### config.mk
export PLATFORM = sky130hd
export DESIGN_NAME = doubly_linked_list_manager_top_flat
export DESIGN_NICKNAME = d
export VERILOG_FILES = /design/src/sv/dllm_pkg.sv /design/src/sv/dllm_if.sv /design/src/sv/dllm_ram.sv /design/src/sv/dllm_ctrl.sv /design/src/sv/doubly_linked_list_manager_top.sv /design/src/flat_wrapper.sv
export SDC_FILE = /design/constraint.sdc
export NUM_CORES = 2
export LEC_CHECK = 0
export BUFFER_PORTS_ARGS = -buffer_cell sky130_fd_sc_hd__buf_2
export CORE_ASPECT_RATIO = 1.25
export CORE_MARGIN = 3
export CORE_UTILIZATION = 42
export DETAILED_ROUTE_END_ITERATION = 8
export MAX_ROUTING_LAYER = met4
export SLEW_MARGIN = 20
export SYNTH_ARGS = -nofsm -noshare
export SYNTH_HDL_FRONTEND = slang
export SYNTH_SLANG_ARGS = --single-unit
export TNS_END_PERCENT = 5
### constraint.sdc
create_clock -name clock -period 12.75 [get_ports clock]
set_input_delay 1.275 -clock clock [delete_from_list [all_inputs] [get_ports clock]]
set_output_delay 1.275 -clock clock [all_outputs]
set_load 0.02 [all_outputs]
### src/sv/dllm_pkg.sv
package dllm_pkg;

   // Fixed field widths of the request and response items
   localparam int MODE_W   = 3;
   localparam int HANDLE_W = 6;
   localparam int VALUE_W  = 32;
   localparam int STATUS_W = 2;
   localparam int COUNT_W  = 7;

   // Operation codes carried in the request mode field
   typedef enum logic [MODE_W-1:0] {
      MODE_PUSH_BACK    = 3'd0,
      MODE_PUSH_FRONT   = 3'd1,
      MODE_POP_FRONT    = 3'd2,
      MODE_POP_BACK     = 3'd3,
      MODE_INSERT_AFTER = 3'd4,
      MODE_ERASE        = 3'd5
   } dllm_mode_type;

   // Completion codes carried in the response status field
   typedef enum logic [STATUS_W-1:0] {
      ST_OK    = 2'd0,
      ST_EMPTY = 2'd1,
      ST_FULL  = 2'd2,
      ST_BADH  = 2'd3
   } dllm_status_type;

   // Sequencer states
   typedef enum logic [2:0] {
      S_IDLE,
      S_DECIDE,
      S_LINK,
      S_FIX,
      S_DONE
   } dllm_state_type;

   // Response item as it leaves the sequencer
   typedef struct packed {
      dllm_status_type           status;
      logic [HANDLE_W-1:0]       node;
      logic signed [VALUE_W-1:0] removed_value;
      logic [COUNT_W-1:0]        count;
      logic [HANDLE_W-1:0]       head_node;
      logic [HANDLE_W-1:0]       tail_node;
      logic                      empty_res;
   } dllm_rsp_type;

endpackage

### src/sv/dllm_if.sv
// Request channel: one list operation per transfer
interface dllm_req_if;
   logic                                       valid;
   logic                                       ready;
   logic [dllm_pkg::MODE_W-1:0]                mode;
   logic [dllm_pkg::HANDLE_W-1:0]              handle;
   logic                                       at_end;
   logic signed [dllm_pkg::VALUE_W-1:0]        value;

   modport source (output valid, output mode, output handle, output at_end, output value,
                   input ready);
   modport sink   (input valid, input mode, input handle, input at_end, input value,
                   output ready);
endinterface

// Response channel: one result per operation
interface dllm_rsp_if;
   logic                                       valid;
   logic                                       ready;
   logic [dllm_pkg::STATUS_W-1:0]              status;
   logic [dllm_pkg::HANDLE_W-1:0]              node;
   logic signed [dllm_pkg::VALUE_W-1:0]        removed_value;
   logic [dllm_pkg::COUNT_W-1:0]               count;
   logic [dllm_pkg::HANDLE_W-1:0]              head_node;
   logic [dllm_pkg::HANDLE_W-1:0]              tail_node;
   logic                                       empty_res;

   modport source (output valid, output status, output node, output removed_value,
                   output count, output head_node, output tail_node, output empty_res,
                   input ready);
   modport sink   (input valid, input status, input node, input removed_value,
                   input count, input head_node, input tail_node, input empty_res,
                   output ready);
endinterface

### src/sv/dllm_ram.sv
// Simple dual-port RAM: one write port, one read port with registered data
module dllm_ram #(
   parameter int WIDTH = 8,
   parameter int DEPTH = 64
) (
   input  logic                     clock,
   input  logic                     wr_en,
   input  logic [$clog2(DEPTH)-1:0] wr_addr,
   input  logic [WIDTH-1:0]         wr_data,
   input  logic [$clog2(DEPTH)-1:0] rd_addr,
   output logic [WIDTH-1:0]         rd_data
);

   logic [WIDTH-1:0] ram_ff [DEPTH];
   logic [WIDTH-1:0] rd_data_ff;

   // Write on enable, read every cycle
   always_ff @(posedge clock) begin
      if (wr_en) begin
         ram_ff[wr_addr] <= wr_data;
      end
      rd_data_ff <= ram_ff[rd_addr];
   end

   assign rd_data = rd_data_ff;

endmodule

### src/sv/dllm_ctrl.sv
// Operation sequencer: reads slot links, updates list registers, writes links back
module dllm_ctrl #(
   parameter  int NODES = 64,
   localparam int IDX_W = $clog2(NODES),
   localparam int PTR_W = $clog2(NODES + 1)
) (
   input  logic                                clock,
   input  logic                                reset,

   input  logic                                req_valid,
   output logic                                req_ready,
   input  logic [dllm_pkg::MODE_W-1:0]         req_mode,
   input  logic [dllm_pkg::HANDLE_W-1:0]       req_handle,
   input  logic                                req_at_end,
   input  logic signed [dllm_pkg::VALUE_W-1:0] req_value,

   output logic                                done_valid,
   input  logic                                done_ready,
   output dllm_pkg::dllm_rsp_type              done_data,

   output logic [IDX_W-1:0]                    val_rd_addr,
   input  logic [dllm_pkg::VALUE_W-1:0]        val_rd_data,
   output logic                                val_wr_en,
   output logic [IDX_W-1:0]                    val_wr_addr,
   output logic [dllm_pkg::VALUE_W-1:0]        val_wr_data,

   output logic [IDX_W-1:0]                    nxt_rd_addr,
   input  logic [PTR_W-1:0]                    nxt_rd_data,
   output logic                                nxt_wr_en,
   output logic [IDX_W-1:0]                    nxt_wr_addr,
   output logic [PTR_W-1:0]                    nxt_wr_data,

   output logic [IDX_W-1:0]                    prv_rd_addr,
   input  logic [PTR_W-1:0]                    prv_rd_data,
   output logic                                prv_wr_en,
   output logic [IDX_W-1:0]                    prv_wr_addr,
   output logic [PTR_W-1:0]                    prv_wr_data,

   output logic [IDX_W-1:0]                    use_rd_addr,
   input  logic                                use_rd_data,
   output logic                                use_wr_en,
   output logic [IDX_W-1:0]                    use_wr_addr,
   output logic                                use_wr_data
);

   localparam logic [PTR_W-1:0] NIL = PTR_W'(NODES);
   localparam int CMP_W = (PTR_W > dllm_pkg::HANDLE_W) ? PTR_W : dllm_pkg::HANDLE_W;
   localparam int CNT_W = (PTR_W > dllm_pkg::COUNT_W) ? PTR_W : dllm_pkg::COUNT_W;

   dllm_pkg::dllm_state_type             state_ff, state_in;
   dllm_pkg::dllm_mode_type              mode_ff, mode_in;
   logic [dllm_pkg::HANDLE_W-1:0]        handle_ff, handle_in;
   logic                                 at_end_ff, at_end_in;
   logic signed [dllm_pkg::VALUE_W-1:0]  value_ff, value_in;
   logic [PTR_W-1:0]                     slot_ff, slot_in;
   logic [PTR_W-1:0]                     aux_ff, aux_in;
   logic [PTR_W-1:0]                     nb_ff, nb_in;
   dllm_pkg::dllm_status_type            status_ff, status_in;
   logic [dllm_pkg::HANDLE_W-1:0]        node_ff, node_in;
   logic signed [dllm_pkg::VALUE_W-1:0]  removed_ff, removed_in;
   logic [PTR_W-1:0]                     free_head_ff, free_head_in;
   logic [PTR_W-1:0]                     fresh_ff, fresh_in;
   logic [PTR_W-1:0]                     first_ff, first_in;
   logic [PTR_W-1:0]                     last_ff, last_in;
   logic [PTR_W-1:0]                     count_ff, count_in;

   dllm_pkg::dllm_mode_type              req_mode_e;
   logic                                 req_is_alloc;
   logic [CMP_W-1:0]                     req_h_cmp;
   logic [PTR_W-1:0]                     req_sel_ptr;
   logic [CMP_W-1:0]                     h_cmp;
   logic [PTR_W-1:0]                     h_ptr;
   logic                                 h_ok;
   logic                                 have_free;
   logic                                 have_fresh;
   logic [PTR_W-1:0]                     alloc_ptr;
   logic [PTR_W-1:0]                     ins_pos;
   logic [PTR_W-1:0]                     drop_ptr;
   logic [CMP_W-1:0]                     alloc_cmp;
   logic [CMP_W-1:0]                     drop_cmp;
   logic [CMP_W-1:0]                     first_cmp;
   logic [CMP_W-1:0]                     last_cmp;
   logic [CNT_W-1:0]                     count_ext;

   // Decode the incoming request for the read addresses issued at transfer
   assign req_mode_e   = dllm_pkg::dllm_mode_type'(req_mode);
   assign req_is_alloc = (req_mode_e == dllm_pkg::MODE_PUSH_BACK) ||
                         (req_mode_e == dllm_pkg::MODE_PUSH_FRONT) ||
                         (req_mode_e == dllm_pkg::MODE_INSERT_AFTER);
   assign req_h_cmp    = CMP_W'(req_handle);
   assign req_sel_ptr  = (req_mode_e == dllm_pkg::MODE_POP_FRONT) ? first_ff :
                         (req_mode_e == dllm_pkg::MODE_POP_BACK)  ? last_ff  :
                         req_h_cmp[PTR_W-1:0];

   // Handle check: a slot at or above the fill mark was never allocated
   assign h_cmp = CMP_W'(handle_ff);
   assign h_ptr = h_cmp[PTR_W-1:0];
   assign h_ok  = (h_cmp < CMP_W'(fresh_ff)) && use_rd_data;

   // Slot choices for the held operation
   assign have_free  = (free_head_ff != NIL);
   assign have_fresh = (fresh_ff != NIL);
   assign alloc_ptr  = have_free ? free_head_ff : fresh_ff;
   assign ins_pos    = (mode_ff == dllm_pkg::MODE_INSERT_AFTER && !at_end_ff) ? h_ptr : last_ff;
   assign drop_ptr   = (mode_ff == dllm_pkg::MODE_POP_FRONT) ? first_ff :
                       (mode_ff == dllm_pkg::MODE_POP_BACK)  ? last_ff  : h_ptr;
   assign alloc_cmp  = CMP_W'(alloc_ptr);
   assign drop_cmp   = CMP_W'(drop_ptr);

   // State register and held operands
   always_ff @(posedge clock) begin
      if (reset) begin
         state_ff     <= dllm_pkg::S_IDLE;
         free_head_ff <= NIL;
         fresh_ff     <= '0;
         first_ff     <= NIL;
         last_ff      <= NIL;
         count_ff     <= '0;
      end else begin
         state_ff     <= state_in;
         free_head_ff <= free_head_in;
         fresh_ff     <= fresh_in;
         first_ff     <= first_in;
         last_ff      <= last_in;
         count_ff     <= count_in;
      end
   end

   always_ff @(posedge clock) begin
      mode_ff    <= mode_in;
      handle_ff  <= handle_in;
      at_end_ff  <= at_end_in;
      value_ff   <= value_in;
      slot_ff    <= slot_in;
      aux_ff     <= aux_in;
      nb_ff      <= nb_in;
      status_ff  <= status_in;
      node_ff    <= node_in;
      removed_ff <= removed_in;
   end

   // Next state, list updates and memory accesses
   always_comb begin
      state_in     = state_ff;
      mode_in      = mode_ff;
      handle_in    = handle_ff;
      at_end_in    = at_end_ff;
      value_in     = value_ff;
      slot_in      = slot_ff;
      aux_in       = aux_ff;
      nb_in        = nb_ff;
      status_in    = status_ff;
      node_in      = node_ff;
      removed_in   = removed_ff;
      free_head_in = free_head_ff;
      fresh_in     = fresh_ff;
      first_in     = first_ff;
      last_in      = last_ff;
      count_in     = count_ff;

      req_ready  = 1'b0;
      done_valid = 1'b0;

      val_rd_addr = req_sel_ptr[IDX_W-1:0];
      prv_rd_addr = req_sel_ptr[IDX_W-1:0];
      use_rd_addr = req_h_cmp[IDX_W-1:0];
      nxt_rd_addr = req_is_alloc ? free_head_ff[IDX_W-1:0] : req_sel_ptr[IDX_W-1:0];

      val_wr_en   = 1'b0;
      val_wr_addr = alloc_ptr[IDX_W-1:0];
      val_wr_data = value_ff;
      nxt_wr_en   = 1'b0;
      nxt_wr_addr = slot_ff[IDX_W-1:0];
      nxt_wr_data = NIL;
      prv_wr_en   = 1'b0;
      prv_wr_addr = slot_ff[IDX_W-1:0];
      prv_wr_data = NIL;
      use_wr_en   = 1'b0;
      use_wr_addr = alloc_ptr[IDX_W-1:0];
      use_wr_data = 1'b0;

      case (state_ff)
         dllm_pkg::S_IDLE: begin
            // Take a request; the slot reads go out with the transfer
            req_ready = 1'b1;
            if (req_valid) begin
               mode_in    = req_mode_e;
               handle_in  = req_handle;
               at_end_in  = req_at_end;
               value_in   = req_value;
               status_in  = dllm_pkg::ST_OK;
               node_in    = '0;
               removed_in = '0;
               state_in   = dllm_pkg::S_DECIDE;
            end
         end

         dllm_pkg::S_DECIDE: begin
            state_in = dllm_pkg::S_DONE;
            case (mode_ff)
               dllm_pkg::MODE_PUSH_BACK,
               dllm_pkg::MODE_PUSH_FRONT,
               dllm_pkg::MODE_INSERT_AFTER: begin
                  if (mode_ff == dllm_pkg::MODE_INSERT_AFTER && !at_end_ff && !h_ok) begin
                     status_in = dllm_pkg::ST_BADH;
                  end else if (!have_free && !have_fresh) begin
                     status_in = dllm_pkg::ST_FULL;
                  end else begin
                     // Allocate: free chain first, then a fresh slot
                     if (have_free) begin
                        free_head_in = nxt_rd_data;
                     end else begin
                        fresh_in = fresh_ff + PTR_W'(1);
                     end
                     slot_in     = alloc_ptr;
                     node_in     = alloc_cmp[dllm_pkg::HANDLE_W-1:0];
                     val_wr_en   = 1'b1;
                     use_wr_en   = 1'b1;
                     use_wr_data = 1'b1;
                     nxt_wr_addr = alloc_ptr[IDX_W-1:0];
                     prv_wr_addr = alloc_ptr[IDX_W-1:0];
                     prv_wr_en   = 1'b1;
                     if (mode_ff == dllm_pkg::MODE_PUSH_FRONT) begin
                        nxt_wr_en = 1'b1;
                        count_in  = count_ff + PTR_W'(1);
                        first_in  = alloc_ptr;
                        if (first_ff == NIL) begin
                           last_in = alloc_ptr;
                        end else begin
                           // Hook the old head behind the new slot
                           nxt_wr_data = first_ff;
                           aux_in      = first_ff;
                           state_in    = dllm_pkg::S_FIX;
                        end
                     end else if (ins_pos == NIL) begin
                        nxt_wr_en = 1'b1;
                        count_in  = count_ff + PTR_W'(1);
                        first_in  = alloc_ptr;
                        last_in   = alloc_ptr;
                     end else begin
                        // Fetch the successor of the insert position
                        prv_wr_data = ins_pos;
                        nxt_rd_addr = ins_pos[IDX_W-1:0];
                        aux_in      = ins_pos;
                        state_in    = dllm_pkg::S_LINK;
                     end
                  end
               end

               dllm_pkg::MODE_POP_FRONT,
               dllm_pkg::MODE_POP_BACK,
               dllm_pkg::MODE_ERASE: begin
                  if (mode_ff == dllm_pkg::MODE_ERASE && at_end_ff) begin
                     status_in = dllm_pkg::ST_OK;
                  end else if (mode_ff == dllm_pkg::MODE_ERASE && !h_ok) begin
                     status_in = dllm_pkg::ST_BADH;
                  end else if (drop_ptr == NIL) begin
                     status_in = dllm_pkg::ST_EMPTY;
                  end else begin
                     // Unlink the slot and push it on the free chain
                     slot_in      = drop_ptr;
                     node_in      = drop_cmp[dllm_pkg::HANDLE_W-1:0];
                     removed_in   = val_rd_data;
                     aux_in       = prv_rd_data;
                     nb_in        = nxt_rd_data;
                     use_wr_en    = 1'b1;
                     use_wr_addr  = drop_ptr[IDX_W-1:0];
                     use_wr_data  = 1'b0;
                     nxt_wr_en    = 1'b1;
                     nxt_wr_addr  = drop_ptr[IDX_W-1:0];
                     nxt_wr_data  = free_head_ff;
                     prv_wr_en    = 1'b1;
                     prv_wr_addr  = drop_ptr[IDX_W-1:0];
                     free_head_in = drop_ptr;
                     count_in     = count_ff - PTR_W'(1);
                     if (prv_rd_data == NIL) begin
                        first_in = nxt_rd_data;
                     end
                     if (nxt_rd_data == NIL) begin
                        last_in = prv_rd_data;
                     end
                     state_in = dllm_pkg::S_FIX;
                  end
               end

               default: begin
                  status_in = dllm_pkg::ST_OK;
               end
            endcase
         end

         dllm_pkg::S_LINK: begin
            // Splice the new slot in front of the fetched successor
            nb_in       = nxt_rd_data;
            nxt_wr_en   = 1'b1;
            nxt_wr_data = nxt_rd_data;
            count_in    = count_ff + PTR_W'(1);
            if (nxt_rd_data != NIL) begin
               prv_wr_en   = 1'b1;
               prv_wr_addr = nxt_rd_data[IDX_W-1:0];
               prv_wr_data = slot_ff;
            end else begin
               last_in = slot_ff;
            end
            state_in = dllm_pkg::S_FIX;
         end

         dllm_pkg::S_FIX: begin
            // Finish the neighbor link updates
            if (mode_ff == dllm_pkg::MODE_PUSH_FRONT) begin
               prv_wr_en   = 1'b1;
               prv_wr_addr = aux_ff[IDX_W-1:0];
               prv_wr_data = slot_ff;
            end else if (mode_ff == dllm_pkg::MODE_POP_FRONT ||
                         mode_ff == dllm_pkg::MODE_POP_BACK ||
                         mode_ff == dllm_pkg::MODE_ERASE) begin
               nxt_wr_en   = (aux_ff != NIL);
               nxt_wr_addr = aux_ff[IDX_W-1:0];
               nxt_wr_data = nb_ff;
               prv_wr_en   = (nb_ff != NIL);
               prv_wr_addr = nb_ff[IDX_W-1:0];
               prv_wr_data = aux_ff;
            end else begin
               nxt_wr_en   = 1'b1;
               nxt_wr_addr = aux_ff[IDX_W-1:0];
               nxt_wr_data = slot_ff;
            end
            state_in = dllm_pkg::S_DONE;
         end

         dllm_pkg::S_DONE: begin
            // Hold the result until the output stage takes it
            done_valid = 1'b1;
            if (done_ready) begin
               state_in = dllm_pkg::S_IDLE;
            end
         end

         default: begin
            state_in = dllm_pkg::S_IDLE;
         end
      endcase
   end

   // Build the result from the updated list registers
   assign first_cmp = CMP_W'(first_ff);
   assign last_cmp  = CMP_W'(last_ff);
   assign count_ext = CNT_W'(count_ff);

   assign done_data.status        = status_ff;
   assign done_data.node          = node_ff;
   assign done_data.removed_value = removed_ff;
   assign done_data.count         = count_ext[dllm_pkg::COUNT_W-1:0];
   assign done_data.head_node     = (first_ff != NIL) ? first_cmp[dllm_pkg::HANDLE_W-1:0] : '0;
   assign done_data.tail_node     = (last_ff != NIL) ? last_cmp[dllm_pkg::HANDLE_W-1:0] : '0;
   assign done_data.empty_res     = (count_ff == '0);

   // List bookkeeping stays consistent between operations
   a_count_bound: assert property (@(posedge clock) disable iff (reset)
      (count_ff <= NIL) && (fresh_ff <= NIL))
      else $error("element count or fill mark beyond pool size");

   a_head_vs_count: assert property (@(posedge clock) disable iff (reset)
      (state_ff == dllm_pkg::S_IDLE) |-> ((first_ff == NIL) == (count_ff == '0)))
      else $error("head pointer disagrees with element count");

   a_head_vs_tail: assert property (@(posedge clock) disable iff (reset)
      (state_ff == dllm_pkg::S_IDLE) |-> ((first_ff == NIL) == (last_ff == NIL)))
      else $error("head and tail pointers disagree on empty list");

   a_count_step: assert property (@(posedge clock) disable iff (reset)
      (state_ff == dllm_pkg::S_IDLE) |=> (count_ff == $past(count_ff)))
      else $error("element count changed without an operation");

endmodule

### src/sv/doubly_linked_list_manager_top.sv
// Channel   Dir  Transfer              Payload
// req_ch    in   valid & ready         mode, handle, at_end, value
// rsp_ch    out  valid & ready         status, node, removed_value, count,
//                                      head_node, tail_node, empty_res
//
// One operation at a time. A failed op, a no-op code or a push into an empty list goes
// from decide to done; pops, erase and push front pass through the fix state, push back
// and insert after through link and then fix. The done state holds until the output
// register takes the result. The sequence is set by the registered read of the link memories and
// by their single write port (two links per memory). Reset is synchronous; it clears the list registers, the fill
// mark and the sequencer. A stalled response waits in the output register while the
// next request is worked.
module doubly_linked_list_manager_top #(
   parameter int NODES = 64
) (
   input  logic       clock,
   input  logic       reset,
   dllm_req_if.sink   req_ch,
   dllm_rsp_if.source rsp_ch
);

   localparam int IDX_W = $clog2(NODES);
   localparam int PTR_W = $clog2(NODES + 1);

   logic                          done_valid;
   logic                          done_ready;
   dllm_pkg::dllm_rsp_type        done_data;

   logic [IDX_W-1:0]              val_rd_addr, val_wr_addr;
   logic [dllm_pkg::VALUE_W-1:0]  val_rd_data, val_wr_data;
   logic                          val_wr_en;
   logic [IDX_W-1:0]              nxt_rd_addr, nxt_wr_addr;
   logic [PTR_W-1:0]              nxt_rd_data, nxt_wr_data;
   logic                          nxt_wr_en;
   logic [IDX_W-1:0]              prv_rd_addr, prv_wr_addr;
   logic [PTR_W-1:0]              prv_rd_data, prv_wr_data;
   logic                          prv_wr_en;
   logic [IDX_W-1:0]              use_rd_addr, use_wr_addr;
   logic                          use_rd_data, use_wr_data;
   logic                          use_wr_en;

   logic                          rsp_valid_ff, rsp_valid_in;
   dllm_pkg::dllm_rsp_type        rsp_data_ff, rsp_data_in;

   // Slot memories: value, forward link, backward link, in-use flag
   dllm_ram #(.WIDTH(dllm_pkg::VALUE_W), .DEPTH(NODES)) u_val_ram (
      .clock   (clock),
      .wr_en   (val_wr_en),
      .wr_addr (val_wr_addr),
      .wr_data (val_wr_data),
      .rd_addr (val_rd_addr),
      .rd_data (val_rd_data)
   );

   dllm_ram #(.WIDTH(PTR_W), .DEPTH(NODES)) u_nxt_ram (
      .clock   (clock),
      .wr_en   (nxt_wr_en),
      .wr_addr (nxt_wr_addr),
      .wr_data (nxt_wr_data),
      .rd_addr (nxt_rd_addr),
      .rd_data (nxt_rd_data)
   );

   dllm_ram #(.WIDTH(PTR_W), .DEPTH(NODES)) u_prv_ram (
      .clock   (clock),
      .wr_en   (prv_wr_en),
      .wr_addr (prv_wr_addr),
      .wr_data (prv_wr_data),
      .rd_addr (prv_rd_addr),
      .rd_data (prv_rd_data)
   );

   dllm_ram #(.WIDTH(1), .DEPTH(NODES)) u_use_ram (
      .clock   (clock),
      .wr_en   (use_wr_en),
      .wr_addr (use_wr_addr),
      .wr_data (use_wr_data),
      .rd_addr (use_rd_addr),
      .rd_data (use_rd_data)
   );

   dllm_ctrl #(.NODES(NODES)) u_ctrl (
      .clock       (clock),
      .reset       (reset),
      .req_valid   (req_ch.valid),
      .req_ready   (req_ch.ready),
      .req_mode    (req_ch.mode),
      .req_handle  (req_ch.handle),
      .req_at_end  (req_ch.at_end),
      .req_value   (req_ch.value),
      .done_valid  (done_valid),
      .done_ready  (done_ready),
      .done_data   (done_data),
      .val_rd_addr (val_rd_addr),
      .val_rd_data (val_rd_data),
      .val_wr_en   (val_wr_en),
      .val_wr_addr (val_wr_addr),
      .val_wr_data (val_wr_data),
      .nxt_rd_addr (nxt_rd_addr),
      .nxt_rd_data (nxt_rd_data),
      .nxt_wr_en   (nxt_wr_en),
      .nxt_wr_addr (nxt_wr_addr),
      .nxt_wr_data (nxt_wr_data),
      .prv_rd_addr (prv_rd_addr),
      .prv_rd_data (prv_rd_data),
      .prv_wr_en   (prv_wr_en),
      .prv_wr_addr (prv_wr_addr),
      .prv_wr_data (prv_wr_data),
      .use_rd_addr (use_rd_addr),
      .use_rd_data (use_rd_data),
      .use_wr_en   (use_wr_en),
      .use_wr_addr (use_wr_addr),
      .use_wr_data (use_wr_data)
   );

   // Output register: load when empty or when the current result transfers
   assign done_ready = !rsp_valid_ff || rsp_ch.ready;

   always_comb begin
      rsp_valid_in = rsp_valid_ff;
      rsp_data_in  = rsp_data_ff;
      if (done_ready) begin
         rsp_valid_in = done_valid;
         if (done_valid) begin
            rsp_data_in = done_data;
         end
      end
   end

   always_ff @(posedge clock) begin
      if (reset) begin
         rsp_valid_ff <= 1'b0;
      end else begin
         rsp_valid_ff <= rsp_valid_in;
      end
   end

   always_ff @(posedge clock) begin
      rsp_data_ff <= rsp_data_in;
   end

   // Drive the response channel
   assign rsp_ch.valid         = rsp_valid_ff;
   assign rsp_ch.status        = rsp_data_ff.status;
   assign rsp_ch.node          = rsp_data_ff.node;
   assign rsp_ch.removed_value = rsp_data_ff.removed_value;
   assign rsp_ch.count         = rsp_data_ff.count;
   assign rsp_ch.head_node     = rsp_data_ff.head_node;
   assign rsp_ch.tail_node     = rsp_data_ff.tail_node;
   assign rsp_ch.empty_res     = rsp_data_ff.empty_res;

endmodule

### src/flat_wrapper.sv
// flat-port wrapper written by rule: the top's interface ports become plain ports
module doubly_linked_list_manager_top_flat 
#(
   parameter int NODES = 64
)
  (clock, reset, req_ch_valid, req_ch_mode, req_ch_handle, req_ch_at_end, req_ch_value, req_ch_ready, rsp_ch_valid, rsp_ch_status, rsp_ch_node, rsp_ch_removed_value, rsp_ch_count, rsp_ch_head_node, rsp_ch_tail_node, rsp_ch_empty_res, rsp_ch_ready);
  dllm_req_if req_ch_i ();
  dllm_rsp_if rsp_ch_i ();
  input  logic clock;
  input  logic reset;
  input wire logic [$bits(req_ch_i.valid)-1:0] req_ch_valid;
  input wire logic [$bits(req_ch_i.mode)-1:0] req_ch_mode;
  input wire logic [$bits(req_ch_i.handle)-1:0] req_ch_handle;
  input wire logic [$bits(req_ch_i.at_end)-1:0] req_ch_at_end;
  input wire logic [$bits(req_ch_i.value)-1:0] req_ch_value;
  output wire logic [$bits(req_ch_i.ready)-1:0] req_ch_ready;
  output wire logic [$bits(rsp_ch_i.valid)-1:0] rsp_ch_valid;
  output wire logic [$bits(rsp_ch_i.status)-1:0] rsp_ch_status;
  output wire logic [$bits(rsp_ch_i.node)-1:0] rsp_ch_node;
  output wire logic [$bits(rsp_ch_i.removed_value)-1:0] rsp_ch_removed_value;
  output wire logic [$bits(rsp_ch_i.count)-1:0] rsp_ch_count;
  output wire logic [$bits(rsp_ch_i.head_node)-1:0] rsp_ch_head_node;
  output wire logic [$bits(rsp_ch_i.tail_node)-1:0] rsp_ch_tail_node;
  output wire logic [$bits(rsp_ch_i.empty_res)-1:0] rsp_ch_empty_res;
  input wire logic [$bits(rsp_ch_i.ready)-1:0] rsp_ch_ready;
  assign req_ch_i.valid = req_ch_valid;
  assign req_ch_i.mode = req_ch_mode;
  assign req_ch_i.handle = req_ch_handle;
  assign req_ch_i.at_end = req_ch_at_end;
  assign req_ch_i.value = req_ch_value;
  assign req_ch_ready = req_ch_i.ready;
  assign rsp_ch_valid = rsp_ch_i.valid;
  assign rsp_ch_status = rsp_ch_i.status;
  assign rsp_ch_node = rsp_ch_i.node;
  assign rsp_ch_removed_value = rsp_ch_i.removed_value;
  assign rsp_ch_count = rsp_ch_i.count;
  assign rsp_ch_head_node = rsp_ch_i.head_node;
  assign rsp_ch_tail_node = rsp_ch_i.tail_node;
  assign rsp_ch_empty_res = rsp_ch_i.empty_res;
  assign rsp_ch_i.ready = rsp_ch_ready;
  doubly_linked_list_manager_top #(.NODES(NODES)) u_core (.clock(clock), .reset(reset), .req_ch(req_ch_i), .rsp_ch(rsp_ch_i));
endmodule
After elaboration in Yosys (flattened, before gate mapping)
Memory sizes are Yosys's and may differ from the RTL's. A register that Yosys moved wholly into a read port is not among the register bits.
Cells that the tools add are included.
W data, S select, Z words.
{"block": "word_totals", "output_inout_bits": 62, "input_bits": 46, "reg_bits": 202, "n_memories": 4, "ram_bits": 3008, "word_cells": 295}
{"name": "u_core.u_val_ram.ram_ff", "words": 64, "word_bits": 32, "rd": 1, "rd_ports_with_merged_regs": 1, "wr": 1, "line": "dllm_ram.sv:14", "text": "logic [WIDTH-1:0] ram_ff [DEPTH];"}
{"name": "u_core.u_nxt_ram.ram_ff", "words": 64, "word_bits": 7, "rd": 1, "rd_ports_with_merged_regs": 1, "wr": 1, "line": "dllm_ram.sv:14"}
{"name": "u_core.u_prv_ram.ram_ff", "words": 64, "word_bits": 7, "rd": 1, "rd_ports_with_merged_regs": 1, "wr": 1, "line": "dllm_ram.sv:14"}
{"name": "u_core.u_use_ram.ram_ff", "words": 64, "word_bits": 1, "rd": 1, "rd_ports_with_merged_regs": 1, "wr": 1, "line": "dllm_ram.sv:14"}
{"block": "op_classes", "n_mux": 168, "addsub": 3, "reduce_logical": 39, "n_lt_le_gt_ge": 1, "bitwise": 3, "eq_ne": 53}
{"cell": "$mux W7", "count": 65}
{"cell": "$mux W6", "count": 29}
{"cell": "$mux W32", "count": 5}
{"cell": "$pmux W7 S2", "count": 10}
{"cell": "$pmux W32 S2", "count": 1}
{"cell": "$ne A7 B7 Y1 const B", "count": 7}
{"cell": "$pmux W6 S2", "count": 4}
{"cell": "$pmux W7 S3", "count": 2}
{"cell": "$eq A7 B7 Y1 const B", "count": 5}
{"cell": "$mux W3", "count": 10}
{"cell": "$mux W1", "count": 27}
{"cell": "$ne A3 B3 Y1 const B", "count": 9}
{"cell": "$ne A2 B2 Y1 const B", "count": 13}
{"cell": "$reduce_and A8 Y1", "count": 3}
{"cell": "$eq A3 B2 Y1 const B", "count": 6}
{"cell": "$pmux W6 S3", "count": 1}
{"cell": "$reduce_and A9 Y1", "count": 2}
{"cell": "$pmux W3 S5", "count": 1}
{"cell": "$add A7 B1 Y7 const B", "count": 2}
{"cell": "$eq A3 B3 Y1 const B", "count": 4}
{"cell": "$mux W2", "count": 6}
{"cell": "$ne A4 B4 Y1 const B", "count": 3}
{"cell": "$reduce_and A11 Y1", "count": 1}
{"cell": "$reduce_and A5 Y1", "count": 2}
{"cell": "22 further kinds", "count": 49}

Logic depth before layout (Yosys ltp)
{"block": "logic_depth", "word_depth": 12, "mapped_depth": 17, "ltp_nobuf": 12}

Cells and area by module
Synthesis repeated with hierarchy kept, for this count alone.
{"block": "unflattened", "cells_unflattened": 6307, "hier_area_um2": 127367.2}
{"mod": "dllm_ram at u_core.u_val_ram", "seq_area_each_um2": 62139.6, "cells_each": 3511, "n_inst": 1, "area_per_inst_um2": 79039.6}
{"mod": "dllm_ram at u_core.u_nxt_ram ...", "seq_area_each_um2": 13593.0, "cells_each": 837, "n_inst": 2, "area_per_inst_um2": 17673.2}
{"mod": "dllm_ctrl", "seq_area_each_um2": 3853.7, "cells_each": 852, "n_inst": 1, "area_per_inst_um2": 8187.9}
{"mod": "dllm_ram at u_core.u_use_ram", "seq_area_each_um2": 1941.9, "cells_each": 205, "n_inst": 1, "area_per_inst_um2": 2936.6}
{"mod": "doubly_linked_list_manager_top", "seq_area_each_um2": 1821.7, "cells_each": 65, "n_inst": 1, "area_per_inst_um2": 1856.8}

Worst setup path after synthesis
OpenSTA, ideal clock, no wires.
{"block": "synth_timing", "path_kind": "register -> register", "start": "reg u_core.u_ctrl.mode_ff[0]", "end": "mem u_core.u_nxt_ram.ram_ff[0][6] in the netlist's numbering (data pin)", "period_less_slack_ns": 7.107, "n_path_buf": 4, "slack_ns": 5.643, "path_stages_with_launch": 9, "required_ns": 11.742, "setup_ns": 1.008, "arrival_ns": 6.098, "cell_sequence": "edfxtp_1 buf_2 nand2_1 o21a_1 clkbuf_1 clkbuf_1 buf_1 nor4_1 o311ai_0"}
{"block": "synth_via", "elab_chain_len": 9, "word_cells_on_any_way": 27, "cone_classes": "eq/ne (6); mux (12); reduce/logical (9)"}
{"item": "start, declared", "line": "dllm_ctrl.sv:51", "text": "dllm_pkg::dllm_mode_type mode_ff, mode_in;"}
{"item": "start signal, assigned", "line": "dllm_ctrl.sv:130", "text": "mode_ff <= mode_in;"}
{"item": "$eq A3 B2 Y1", "line": "dllm_ctrl.sv:106, dllm_ctrl.sv:200, dllm_ctrl.sv:315"}
{"item": "$mux W7", "line": "dllm_ctrl.sv:106", "text": "(mode_ff == dllm_pkg::MODE_POP_BACK) ? last_ff : h_ptr;"}
{"item": "$mux W7", "line": "dllm_ctrl.sv:105", "text": "assign drop_ptr = (mode_ff == dllm_pkg::MODE_POP_FRONT) ? first_ff :"}
{"item": "$eq A7 B7 Y1", "line": "dllm_ctrl.sv:257", "text": "end else if (drop_ptr == NIL) begin"}
{"item": "$mux W7", "line": "dllm_ctrl.sv:257"}
{"item": "$mux W7", "line": "dllm_ctrl.sv:255", "text": "end else if (mode_ff == dllm_pkg::MODE_ERASE && !h_ok) begin"}
{"item": "$mux W7", "line": "dllm_ctrl.sv:253", "text": "if (mode_ff == dllm_pkg::MODE_ERASE && at_end_ff) begin"}
{"item": "$pmux W7 S2", "line": "dllm_ctrl.sv:200", "text": "case (mode_ff)"}
{"item": "$pmux W7 S3 (*)", "line": "dllm_ctrl.sv:182", "text": "case (state_ff)"}
{"item": "net u_core.nxt_wr_data[6]", "line": "doubly_linked_list_manager_top.sv:33", "text": "logic [PTR_W-1:0] nxt_rd_data, nxt_wr_data;"}
{"item": "end, declared", "line": "dllm_ram.sv:14"}
The timed path passes the listed nets; every way through them passes the cells marked *.

Final worst setup path
{"block": "layout_timing", "start": "in req_ch_mode[1]", "end": "reg u_core.u_val_ram.rd_data_ff[4] (netlist: u_core.u_val_ram.rd_data[4]), read port of u_core.u_val_ram.ram_ff"}
{"block": "layout_via", "elab_chain_len": 3, "word_cells_on_any_way": 4, "cone_classes": "eq/ne (2); mux (2)"}
{"item": "start, declared", "line": "flat_wrapper.sv:12", "text": "input wire logic [$bits(req_ch_i.mode)-1:0] req_ch_mode;"}
{"item": "$eq A3 B2 Y1", "line": "dllm_ctrl.sv:92", "text": "(req_mode_e == dllm_pkg::MODE_POP_BACK) ? last_ff :"}
{"item": "$mux W6", "line": "dllm_ctrl.sv:92"}
{"item": "$mux W6 (*)", "line": "dllm_ctrl.sv:91", "text": "assign req_sel_ptr = (req_mode_e == dllm_pkg::MODE_POP_FRONT) ? first_ff :"}
{"item": "end, declared", "line": "dllm_ram.sv:15", "text": "logic [WIDTH-1:0] rd_data_ff;"}
Mark *: on every way between the ends. The rest lies on a longest branch, timed or not.
A chain may end at the register's enable or synchronous reset.

==> results summary <==
The area fraction in and, or, nand and nor cells after synthesis is 4.237%. The path with the worst hold slack has its endpoint at u_core.rsp_ch.removed_value[31]$_DFFE_PP_. After detailed routing, the total wire length is 336,700 µm. The number of cells on the worst hold path is 0. The maximum number of pins on one net before global-route repair is 132. The worst register-to-register path ends at u_core.u_nxt_ram.rd_data[5]$_DFF_P_.

The wire length of the first global-routing pass came out at 483,000 µm. In this run, synthesis inferred 3,171 flip-flops with an integrated enable. The total die area is 0.3096 mm². The share of synthesized flip-flops with an asynchronous set or reset came out at 0%.

The number of cells on the worst reg-to-reg path came out at 12. In this run the worst path has a maximum fanout of 127. Among all stages on the critical path, the largest delay is contributed by sky130_fd_sc_hd__a21oi_1. The area growth from synthesis to layout came out at 12.84%. Global routing consumed, over all layers together, 22.00% of the routing resources. The total clock buffers created by CTS is 324.

The remaining global-route overflow came out at 0. The total power after layout came out at 24.26 mW. The number of nets at the end of the flow is 6,900.

Based on the critical path, the design can be clocked at up to 164.1 MHz. Once layout is complete, the utilization of the core stands at 47.71%. Counting the fill cells in the layout gives 24,610. The chip width is 498.3 µm. Counting both buffers and inverters, the worst setup path holds a total of 5. The capturing element type of the critical path is a flop. The latest clock arrival within the worst-skew pair is 0.89 ns.

The flop-to-flop setup slack came out at 6.74 ns. Of the cells placed in the final design, the portion with a size suffix greater than 1 is 21.73%. The clock period minus worst slack came out at 6.095 ns.

Synthesis produced 6,616 cells. Before CTS, the worst setup slack after placement is 5.796 ns. After detailed routing, the average wire length per cell comes to 30.41 µm.

By area, the combinational part of the netlist is dominated by multiplexers. The synthesized netlist devotes 4.581% of its cell area to compound gates. The clock edge transition at the registers on the reported setup and hold paths came out at 0.07 ns.

The DRC marker count from the first detailed-route iteration came out at 7,121. The total via count in the routed design came out at 65,430. Across the run, the number of max-cap violations was 0. The clock skew came out at 0.1080 ns. The post-route fraction of the period consumed by the critical path came out at 47.80%. The critical path goes through buf_2 -> nor2b_1 -> buf_4 -> mux2_8 -> buf_4 -> buf_4 -> buf_12 -> mux4_2 -> nor2b_1 -> a211oi_1 -> a211oi_1 -> a21oi_1 -> a21oi_1. The count of distinct cell types in the synthesized netlist is 71. The final sum of negative setup slack is 0 ns. The first detailed-routing pass ran for 8 iterations.

The placed wire-length estimate after detailed placement came out at 185,000 µm. Synthesis produced a netlist with a net count of 6,672. The routed design uses 172,800 µm of met2 wire. The cell area that synthesis handed to floorplanning was 0.1272 mm².

The flow ran to the end, and the final reports show no timing, DRC or antenna violations. The kind of cell adding the most delay to the critical path is buffers and inverters. The class of the worst hold path is flop to flop. The worst setup path is of the input port to flop kind. The number of antenna violations at the first check in global routing came to 6.

The ratio of total power to cell area is 168.9 mW/mm². The sequential-to-total area share from yosys stat came out at 76.19%. The mean area per synthesized cell is 19.23 µm².

The top layer used by detailed routing is met4. Counting flops and latches in the post-synthesis netlist gives 3,257. Measured against its own limit, the worst slew margin works out to 26.00%. The final max-slew violation count came out at 0.

The cell with the most instances on the worst path is sky130_fd_sc_hd__buf_4. The top-level I/O count came out at 108. After clock tree synthesis, the repair step resized 0 gates.

After detailed placement, the total cell area comes to 0.1335 mm². The count of buffers added on input and output ports is 107. Summing the areas of all fa, ha and maj instances in the mapped netlist gives 0.09833% of the synthesized area. The hold-fix buffer count after cts came out at 0. The number of sinks on the clock net came out at 3,257. After routing the design area is 0.1436 mm². Setup repair after global routing left no endpoint under its margin.

The total setup buffers inserted after CTS is 0. The area of the core region came out at 0.3009 mm². The vertical die dimension is 621.4 µm. TritonCTS built the clock tree. The length of routed wiring on met1 is 130,900 µm. The post-synthesis share of cell area spent on xor and xnor gates is 0.07571%.

For this configuration, the core starts out at a cell density of 42.28%. In this design, the stage delay of the slowest critical-path cell is 0.72 ns. The number of warnings reported in the yosys synthesis log came out at 0. The wire length on met3 is 20,080 µm. The largest vdd supply drop is 118.6 µV. The via count of the first global-routing pass came out at 66,570.

The worst setup path is launched from an input port. The final-report setup violation count is 0. The final worst slack came out at 6.655 ns. The most used flip-flop cell after synthesis is sky130_fd_sc_hd__edfxtp_1. The beginning of the worst hold path is u_core.u_ctrl.removed_ff[31]$_SDFFCE_PN0P_. The analysis attributes to cell leakage a power of 45.42 nW. The number of cell rows came out at 225. For the pin with the worst max-slew slack, the measured transition is 1.106 ns.

The average via count per standard cell came out at 5.910. The mux share of post-synthesis cell area is 13.49%. The worst reg2reg path startpoint is u_core.u_ctrl.state_ff[0]$_SDFFE_PP0P_. The cell sitting at the root of the clock tree is a sky130_fd_sc_hd__clkbuf_16. The final weighted congestion in routability-driven placement is 0.9180. The H-tree was split into 5 levels. The maximum root-to-sink buffer count is 4.

Data on the critical path is required at its endpoint by 13.48 ns. The count of endpoints failing hold in the final timing report is 0. The worst endpoint data arrival time came out at 6.82 ns.

The number of antenna-violating nets in the routed design came out at 0. The count of unresolved DRC violations after routing came out at 0.
routing by layer:
metal  up-vias  global-route usage, %
li1      27510                      -
met1     34780                  27.70
met2      2517                  37.05
met3       627                  2.595
met4         0                  7.705
met5         -                      -
logic make-up after synthesis:
logic type	Yosys count
and+or+nand+nor	1145
buffers and inverters	413
DFF	3257
xor gates and xnor gates	11
adders and majority gates	10
AOI/OAI and AO/OA	873
muxes	907
cells in the mapped netlist, types with 11 or more instances:
| library cell | instances | area, µm² |
|---|---|---|
| sky130_fd_sc_hd__nand2_1 | 329 | 1235 |
| sky130_fd_sc_hd__or3_1 | 11 | 68.82 |
| sky130_fd_sc_hd__a21boi_0 | 12 | 90.09 |
| sky130_fd_sc_hd__inv_1 | 16 | 60.06 |
| sky130_fd_sc_hd__nor4_1 | 19 | 118.9 |
| sky130_fd_sc_hd__mux4_2 | 645 | 14530 |
| sky130_fd_sc_hd__and2_1 | 48 | 300.3 |
| sky130_fd_sc_hd__a21oi_1 | 261 | 1306 |
| sky130_fd_sc_hd__dfxtp_1 | 86 | 1722 |
| sky130_fd_sc_hd__mux2_2 | 15 | 168.9 |
| sky130_fd_sc_hd__mux2i_1 | 247 | 2472 |
| sky130_fd_sc_hd__edfxtp_1 | 3171 | 95220 |
| sky130_fd_sc_hd__clkbuf_1 | 214 | 803.3 |
| sky130_fd_sc_hd__a31oi_1 | 35 | 219.0 |
| sky130_fd_sc_hd__nor2b_1 | 165 | 1032 |
| sky130_fd_sc_hd__buf_2 | 81 | 405.4 |
| sky130_fd_sc_hd__and3_1 | 74 | 462.9 |
| sky130_fd_sc_hd__a311oi_1 | 27 | 236.5 |
| sky130_fd_sc_hd__a22oi_1 | 37 | 277.8 |
| sky130_fd_sc_hd__o22ai_1 | 16 | 100.1 |
| sky130_fd_sc_hd__a211oi_1 | 372 | 2793 |
| sky130_fd_sc_hd__nor3_1 | 14 | 70.07 |
| sky130_fd_sc_hd__nor2_1 | 365 | 1370 |
| sky130_fd_sc_hd__o21ai_0 | 42 | 210.2 |
| sky130_fd_sc_hd__nand3_1 | 68 | 340.3 |
| sky130_fd_sc_hd__buf_1 | 95 | 356.6 |
worst register-to-register path, stage by stage, from the launching register on:
cell                      delay (ns)
sky130_fd_sc_hd__dfxtp_1        0.58
sky130_fd_sc_hd__or3b_2         0.66
sky130_fd_sc_hd__or3_1          0.46
sky130_fd_sc_hd__nor2b_1        0.43
sky130_fd_sc_hd__a32o_2         0.26
sky130_fd_sc_hd__buf_4          0.28
sky130_fd_sc_hd__and2_4         0.82
sky130_fd_sc_hd__buf_4          0.97
sky130_fd_sc_hd__mux2i_1        0.40
sky130_fd_sc_hd__mux2_2         0.18
sky130_fd_sc_hd__o21ai_0        0.08
sky130_fd_sc_hd__or4_1          0.54
sky130_fd_sc_hd__a32o_1         0.26
worst max path at each step:
stage	from	end	slack, ns	cells after the start
after detailed placement	req_ch_mode[1]	u_core.u_val_ram.rd_data[18]$_DFF_P_	5.80	13
after floorplan	u_core.u_ctrl.mode_ff[0]$_DFFE_PP_	u_core.u_nxt_ram.ram_ff[0][6]$_DFFE_PP_	5.64	8
after global placement	req_ch_mode[1]	u_core.u_val_ram.rd_data[18]$_DFF_P_	5.76	13
final	req_ch_mode[1]	u_core.u_val_ram.rd_data[4]$_DFF_P_	6.65	13
after CTS	req_ch_mode[1]	u_core.u_val_ram.rd_data[18]$_DFF_P_	6.74	13
after global routing	u_core.u_ctrl.state_ff[0]$_SDFFE_PP0P_	u_core.u_nxt_ram.rd_data[5]$_DFF_P_	6.47	12
cell type report:
type                            count  area [µm²]  area share [%]
Multi-Input combinational cell   2946       29450           20.51
Clock inverter                    158        1299          0.9045
Inverter                           16       60.06         0.04183
Clock buffer                      421        8751           6.095
Sequential cell                  3257       96940           67.52
Antenna cell                        3       7.507        0.005229
Tap cell                         3972        4970           3.461
Timing Repair Buffer              299        2102           1.464
flip-flops by register name (all words and copies together) (netlist names), 32 cells and up:
register and count:
u_core.rsp_ch.removed_value 32, u_core.u_ctrl.removed_ff 32, u_core.u_ctrl.val_wr_data 32, u_core.u_nxt_ram.ram_ff 448
u_core.u_prv_ram.ram_ff 448, u_core.u_use_ram.ram_ff 64, u_core.u_val_ram.ram_ff 2048, u_core.u_val_ram.rd_data 32
per-stage QoR:
stage               hold WS, ns  std cells
floorplan                0.4003       6616
global placement         0.4026      10490
detailed placement       0.4045      10490
CTS                      0.4160      11070
global route             0.4234      11070
finish                   0.4143      11070
power breakdown:
part	switching (mW)	internal, mW
clock network	4.00	5.18
registers	0.184	12.2
logic	1.86	0.800
placed cells by master (no fill, tap or decap), types with 10 or more instances in the layout:
| cell type | n |
|---|---|
| sky130_fd_sc_hd__a211oi_2 | 10 |
| sky130_fd_sc_hd__o21ai_4 | 10 |
| sky130_fd_sc_hd__a22oi_1 | 37 |
| sky130_fd_sc_hd__nand2_1 | 324 |
| sky130_fd_sc_hd__clkbuf_1 | 77 |
| sky130_fd_sc_hd__mux2i_1 | 244 |
| sky130_fd_sc_hd__nor2b_1 | 165 |
| sky130_fd_sc_hd__buf_2 | 107 |
| sky130_fd_sc_hd__clkbuf_8 | 13 |
| sky130_fd_sc_hd__o22ai_1 | 15 |
| sky130_fd_sc_hd__a311oi_1 | 27 |
| sky130_fd_sc_hd__and2_1 | 44 |
| sky130_fd_sc_hd__inv_1 | 16 |
| sky130_fd_sc_hd__nand3_1 | 68 |
| sky130_fd_sc_hd__nor3_1 | 14 |
| sky130_fd_sc_hd__nor2_4 | 67 |
| sky130_fd_sc_hd__bufinv_16 | 16 |
| sky130_fd_sc_hd__nor2_1 | 298 |
| sky130_fd_sc_hd__nor4_1 | 15 |
| sky130_fd_sc_hd__mux4_2 | 645 |
| sky130_fd_sc_hd__or3_1 | 11 |
| sky130_fd_sc_hd__clkinv_2 | 55 |
| sky130_fd_sc_hd__xnor2_1 | 10 |
| sky130_fd_sc_hd__clkinv_1 | 55 |
| sky130_fd_sc_hd__clkinvlp_4 | 11 |
| sky130_fd_sc_hd__a211oi_1 | 362 |
| sky130_fd_sc_hd__a21oi_1 | 259 |
| sky130_fd_sc_hd__dfxtp_1 | 86 |
| sky130_fd_sc_hd__inv_6 | 10 |
| sky130_fd_sc_hd__buf_4 | 181 |
| sky130_fd_sc_hd__ha_1 | 10 |
| sky130_fd_sc_hd__a21boi_0 | 12 |
| sky130_fd_sc_hd__and3_1 | 74 |
| sky130_fd_sc_hd__buf_12 | 10 |
| sky130_fd_sc_hd__a31oi_1 | 35 |
| sky130_fd_sc_hd__o21ai_0 | 34 |
| sky130_fd_sc_hd__mux2_2 | 14 |
| sky130_fd_sc_hd__edfxtp_1 | 3171 |
| sky130_fd_sc_hd__clkbuf_16 | 331 |
Power figures use the tool's default switching activity.
